===== src/design/srb_pkg.sv =====
// Shared types, widths and helpers of the segment reorder buffer.
`default_nettype none

package srb_pkg;

    localparam int SEQ_W    = 32;
    localparam int SIZE_W   = 11;
    localparam int HANDLE_W = 8;
    localparam int KIND_W   = 2;

    localparam int SLOTS_DEF       = 16;
    localparam int MAX_SEGMENT_DEF = 1024;
    localparam int HANDLE_BITS_DEF = 8;

    typedef enum logic [KIND_W-1:0] {
        KIND_RELEASED = 2'd0,
        KIND_BUFFERED = 2'd1,
        KIND_STALE    = 2'd2,
        KIND_FULL     = 2'd3
    } status_kind_t;

    // One stored early segment.
    typedef struct packed {
        logic [SEQ_W-1:0]    start;
        logic [SIZE_W-1:0]   size;
        logic [HANDLE_W-1:0] handle;
    } slot_entry_t;

    // One result as it travels to the output register.
    typedef struct packed {
        status_kind_t        kind;
        logic [SEQ_W-1:0]    seq;
        logic [HANDLE_W-1:0] handle;
        logic [SIZE_W-1:0]   size;
    } result_t;

    // True when a lies before b in modulo 2^32 sequence space.
    function automatic logic seq_precedes(logic [SEQ_W-1:0] a, logic [SEQ_W-1:0] b);
        logic [SEQ_W-1:0] diff;
        diff = a - b;
        return diff[SEQ_W-1];
    endfunction

endpackage

`default_nettype wire


===== src/design/srb_slot_mem.sv =====
// Slot store: one write port, one read port with registered read data.
`default_nettype none

module srb_slot_mem
    import srb_pkg::*;
#(
    parameter int SLOTS = SLOTS_DEF
)
(
    input  wire logic                                       clk,
    input  wire logic                                       we,
    input  wire logic [((SLOTS > 1) ? $clog2(SLOTS) : 1)-1:0] waddr,
    input  wire slot_entry_t                                wdata,
    input  wire logic [((SLOTS > 1) ? $clog2(SLOTS) : 1)-1:0] raddr,
    output      slot_entry_t                                rdata
);

    slot_entry_t mem_q [SLOTS];

    always_ff @(posedge clk)
    begin
        if (we)
        begin
            mem_q[waddr] <= wdata;
        end
    end

    always_ff @(posedge clk)
    begin
        rdata <= mem_q[raddr];
    end

endmodule

`default_nettype wire


===== config.mk =====
export PLATFORM = sky130hd
export DESIGN_NAME = srb_slot_mem
export DESIGN_NICKNAME = d
export VERILOG_FILES = /design/src/design/srb_pkg.sv /design/src/design/srb_slot_mem.sv
export SDC_FILE = /design/constraint.sdc
export NUM_CORES = 1
export LEC_CHECK = 0
export BUFFER_PORTS_ARGS = -buffer_cell sky130_fd_sc_hd__buf_2
export CORE_UTILIZATION = 55
export CTS_CLUSTER_SIZE = 28
export DETAILED_ROUTE_END_ITERATION = 10
export PLACE_DENSITY = 0.75
export SLEW_MARGIN = 0
export SYNTH_ARGS = -nofsm -noshare
export SYNTH_HDL_FRONTEND = slang
export SYNTH_SLANG_ARGS = --single-unit

===== constraint.sdc =====
create_clock -name clk -period 4.9 [get_ports clk]
set_input_delay 0.49 -clock clk [delete_from_list [all_inputs] [get_ports clk]]
set_output_delay 0.49 -clock clk [all_outputs]
set_load 0.05 [all_outputs]

==> summary.txt, run 1 <==
Placed design
  • PortBufs: around 110
  • Placer Congestion: about 0.73
  • Post-DP HPWL: ~31,000 µm
  • Setup Slack @ Placement: between 2000 and 2500 ps

Worst setup path
  • Setup crit start kind: input port
  • Critical Path End Type: flop
  • Critical Path RT: approximately 5200 ps
  • Critical path class: in2reg
  • Crit path max fanout: 23
  • Worst Path Arrival: ~2400 ps

Timing
  • Fmax: between 0.4 and 0.5 GHz
  • Setup TNS Final: 0 ps
  • Final Critical Period: 2100 ps
  • Worst slew margin: 0.234
  • Final Hold Fails: 0
  • RSZ-0062 raised after global routing: false
  • Slew Viols, Final: 0
  • Worst-margin pin slew: ~1100 ps
  • # setup viols final: 0
  • Final Cycle Share: 0.429
  • Post-Route Skew: 15.6 ps
  • Fin worst setup slack: about 2800 ps

Floorplan
  • Die width: about 240 µm
  • Ports: between 100 and 150
  • Initial core utilization: 0.559
  • Die area: between 50,000 and 60,000 µm²
  • Die height: between 200 and 250 µm
  • Total core area: roughly 57,000 µm²
  • FP Rows: 87

Detailed routing
  • Routed Wire Length: about 66,000 µm
  • DRT Pass-1 Iters: 5
  • Average wire per standard cell: ~28 µm
  • Detail Route Antenna Nets: 0
  • DR vias: about 14,000
  • Via density: about 6.2
  • Initial DRC count: around 1,500
  • Drt drc: 0

Logic synthesis
  • Post-synth cell types: 19
  • Register area share after synthesis: 0.807
  • Adder-cell share of the synthesized area: 0
  • Leading area contributor after synthesis: edfxtp_1
  • Synth Area in XOR/XNOR: 0
  • Yosys warnings: 0
  • Synth Area per Inst: roughly 24 µm²
  • Mapped Area: approximately 32,000 µm²
  • Post-synthesis compound-gate area fraction: 0.0242
  • Post-Synthesis Cells: 1,320
  • Main combinational cell family by area after synthesis: multiplexers
  • Yosys reg bits: roughly 870
  • Top cells by area, synth: edfxtp_1 78%, mux4_2 15%, dfxtp_1 3.2%, a22oi_1 2.4%, nand2_1 0.62%
  • Syn nets: about 1,400
  • Multiplexer share of the synthesized area: 0.145
  • Synth Area in Simple Gates: 0.0103
  • Post-synth top area share: 0.775

Clock network
  • Cts bufs inserted: between 80 and 90
  • Clk root buf: clkbuf_16
  • Hold_buf cts: 0
  • Post-CTS Setup Inserts: 0
  • Clock-pin transition on the worst setup and hold timing paths: roughly 60 ps
  • CTS tree: built
  • CTS Buffer Depth: 3
  • Clock latency on the worst-skew pair: between 600 and 700 ps
  • CTS H-tree depth: 3
  • CTS Sinks: around 870
  • CTS resizes: 0

Run status
  • Outcome: completed

Cells and area
  • Fillers: roughly 3,600
  • P&R area growth vs syn: 14.0%
  • Multi-input logic area: around 5800 µm²
  • Most common cell after layout, fill and taps aside: edfxtp_1
  • Fin nets: 1,540
  • Share of layout cells above drive strength 1: 0.323
  • FF+latch area: about 26,000 µm²
  • Most frequent cells in the layout: 816 x edfxtp_1, 204 x mux4_2, 109 x buf_2

Power
  • Pwr Total: 15.9 mW
  • Power Density: 440 nW/µm²
  • Peak supply drop: 0.270 mV
  • Static leakage: 11.6 nW

Global routing
  • Total GRT Usage: 0.228
  • GR Util met1: 0.303
  • Largest net degree at the start of global routing: 77
  • Vias in the first global route: 15,000
  • GR Layer Usage met3: 0.0313
  • Gr busiest metal: met2
  • Met2 usage: 0.391
  • Global-route wire length before repair: ~97,000 µm
  • Initial antenna violation count: 2
  • Grt ovf: 0

Min path
  • Hold Crit Class: in2reg

Flow run
  • Max_cap viols: 0
kinds of logic (layout without fill, tap and decap cells):
logic type | after synthesis | after routing
buffers and inverters | 69 | 297
DFF | 867 | 867
other | 0 | 2
AOI/OAI and AO/OA | 102 | 102
muxes | 204 | 204
and+or+nand+nor | 78 | 78
critical path: stages:
cell,delay [ps]
buf_2,120
or3b_2,600
nor2_4,750
buf_4,420
worst paths after layout:
path,startpoint,to,slack [ps],cells after the start
setup / recovery,waddr[2],mem_q[1][5]$_DFFE_PP_,2800,4
setup reg to reg,mem_q[3][9]$_DFFE_PP_,rdata[9]$_DFF_P_,3460,3
hold reg to reg,mem_q[15][14]$_DFFE_PP_,rdata[14]$_DFF_P_,670,3
hold / removal,wdata[12],mem_q[9][12]$_DFFE_PP_,240,1
per-layer routing:
metal	vias to the layer above	wire length, µm
li1	5965	-
met1	7607	25500
met2	633	34200
met3	96	4270
met4	2	1580
met5	-	11
synth_stat cells:
library cell / instances
buf_6: 13
buf_1: 6
buf_4: 5
clkbuf_1: 28
nor2_1: 13
and2_1: 1
or3b_2: 1
nand2b_1: 2
edfxtp_1: 816
nand3b_1: 2
buf_2: 16
a22oi_1: 102
nand3_1: 1
nand2_1: 52
nor3_1: 4
nor2b_1: 2
dfxtp_1: 51
mux4_2: 204
buf_8: 1
where the power goes:
group	internal (mW)	switching, mW
sequential	8.29	0.0567
clock	4.00	2.65
combinational	0.290	0.579
sequential cells by signal (all words and copies together), names as in the netlist:
signal / count
mem_q: 816
rdata: 51
cell type report:
cell class	instances	share of cell area
antenna	2	0.000139
clock buffer	119	0.0690
clock inverter	35	0.0112
multi-input combinational	384	0.162
sequential	867	0.708
tap	756	0.0262
timing repair buffer	143	0.0240
through the flow:
step	cell area (µm²)	utilization	instances	hold WS [ps]
floorplan	31600	-	1320	589
global placement	33200	0.586	2150	649
detailed placement	33200	0.586	2150	657
CTS	36100	0.637	2304	214
global route	36100	0.637	2305	233
finish	36100	0.637	2306	237
Note: power is estimated with default switching activity, not from simulation.
==> run 2, diff against run 1 <==
==> constraint.sdc (replaced) <==
create_clock -name clk -period 1.7 [get_ports clk]
set_input_delay 0.17 -clock clk [delete_from_list [all_inputs] [get_ports clk]]
set_output_delay 0.17 -clock clk [all_outputs]
set_load 0.05 [all_outputs]
==> summary.txt, run 2 (same netlist as run 1, synthesis figures left out) <==
Detailed routing
  • Initial DRC count: ~1,600
  • Routed Wire Length: roughly 66,000 µm
  • Via density: 6.11
  • Average wire per standard cell: ~27 µm
  • DRT Pass-1 Iters: 5
  • Detail Route Antenna Nets: 0
  • DR vias: between 10,000 and 15,000
  • Drt drc: 0

Worst setup path
  • Buf/Inv on CP: 1
  • Stages on the worst setup path: 1
  • Critical path class: reg2out
  • Largest delay share family, worst path: flip-flops
  • Slowest-stage cell, CP: dfxtp_1
  • Worst Path Arrival: 1330 ps
  • Reg2Reg Depth: 3
  • Setup crit start kind: flop
  • Crit path max fanout: 1
  • Critical-path cell list: buf_2
  • Crit-path max cell delay: roughly 420 ps
  • Critical Path RT: ~1500 ps
  • Critical Path End Type: output port

Timing
  • Final Critical Period: 1500 ps
  • # setup viols final: 0
  • Worst-margin pin slew: ~450 ps
  • Slew Viols, Final: 0
  • Fmax: between 0.6 and 0.7 GHz
  • Final Hold Fails: 0
  • Fin worst setup slack: 201 ps
  • RSZ-0062 raised after global routing: false
  • Post-Route Skew: 14.8 ps
  • Worst slew margin: 0.702
  • Final Cycle Share: 0.882

Clock network
  • CTS Sinks: 867
  • Cts bufs inserted: 84
  • Clock-pin transition on the worst setup and hold timing paths: approximately 60 ps
  • Post-CTS Setup Inserts: 0
  • CTS H-tree depth: 3
  • Clk root buf: clkbuf_16
  • CTS tree: built
  • CTS Buffer Depth: 3
  • Clock latency on the worst-skew pair: approximately 620 ps

Placed design
  • PortBufs: roughly 110
  • DP Cell Count: roughly 2,200
  • Setup Slack @ Placement: -32.9 ps
  • Post-DP Area: between 30,000 and 40,000 µm²
  • Post-DP HPWL: between 30,000 and 40,000 µm
  • Placer Congestion: roughly 0.73

Power
  • Static leakage: between 10 and 15 nW
  • Net Sw Power: 9.54 mW
  • Peak supply drop: approximately 0.94 mV
  • Clock power frac: 0.406
  • Sw Share: 0.211
  • Comb pwr share: 0.062
  • Power Density: approximately 1200 nW/µm²
  • Internal: ~36 mW
  • Sequential power share: 0.532

Global routing
  • GR Layer Usage met3: 0.0388
  • Gr busiest metal: met2
  • Met2 usage: 0.376
  • Grt ovf: 0
  • GR Util met1: 0.324
  • Global-route wire length before repair: 99,300 µm
  • Vias in the first global route: ~16,000
  • Initial antenna violation count: 5
  • Total GRT Usage: 0.231
  • Largest net degree at the start of global routing: between 50 and 60

Floorplan
  • Ports: between 100 and 150
  • Die width: around 240 µm
  • Die height: roughly 240 µm
  • Die area: 58,400 µm²
  • Initial core utilization: 0.559
  • Total core area: approximately 57,000 µm²
  • FP Rows: 87

Cells and area
  • Biggest registers after layout: mem_q (816), rdata (51)
  • Share of layout cells above drive strength 1: 0.335
  • Most frequent cells in the layout: 816 x edfxtp_1, 204 x mux4_2, 109 x buf_2
  • Most common cell after layout, fill and taps aside: edfxtp_1
  • Post-route cell area: between 30,000 and 40,000 µm²
  • Fin nets: approximately 1,700
  • P&R area growth vs syn: 18.4%
  • Fin util: 0.661
  • Cell Count, Final, Fillers Out: 2,421
  • Largest register FFs: around 820
  • Largest Register: mem_q

Run status
  • Outcome: completed

Min path
  • WHS Path Cells: 4
  • Hold Crit Class: in2reg

Flow run
  • Max_cap viols: 0
-- run 2: area by class of cell --
type                    count  area [µm²]
diodes                      3        7.51
clock buffers             115        2370
clock inverters            42         388
fillers                  3470       19200
multi-input cells         384        5860
flip-flops and latches    867       25500
well taps                 756         946
repair buffers            254        2330
-- run 2: worst paths after layout --
path	start	slack (ps)	endpoint
max	rdata[38]$_DFF_P_	200	rdata[38]
min	raddr[1]	210	rdata[39]$_DFF_P_
max reg2reg	mem_q[0][42]$_DFFE_PP_	320	rdata[42]$_DFF_P_
min reg2reg	mem_q[14][45]$_DFFE_PP_	670	rdata[45]$_DFF_P_
-- run 2: what timing repair did --
action / 4_1_cts / 5_1_grt
gates resized for setup: 0 / 0
hold buffers: 51 / 0
endpoints found under the hold margin: 816 / 0
-- run 2: through the flow --
step           TNS (ps)  power [mW]  hold slack (ps)
2_1_floorplan   -192690        26.1              269
3_3_place_gp      -59.0        27.1              524
3_5_place_dp      -36.2        27.2              553
4_1_cts               0        45.5              182
5_1_grt               0        46.5              210
6_report              0        45.2              209
-- run 2: metal layers --
layer,vias up,share of wire
li1,6187,-
met1,7884,0.41
met2,633,0.50
met3,91,0.072
met4,0,0.022
met5,-,0
-- run 2: power groups by stage --
stage	Combinational (mW)	Clock, mW	Sequential [mW]
final	2.80	18.4	24.1
after global routing	2.96	19.4	24.1
after CTS	2.82	18.7	24.1
after detailed placement	2.70	0	24.5
after global placement	2.64	0	24.5
after floorplan	1.17	0	25.0
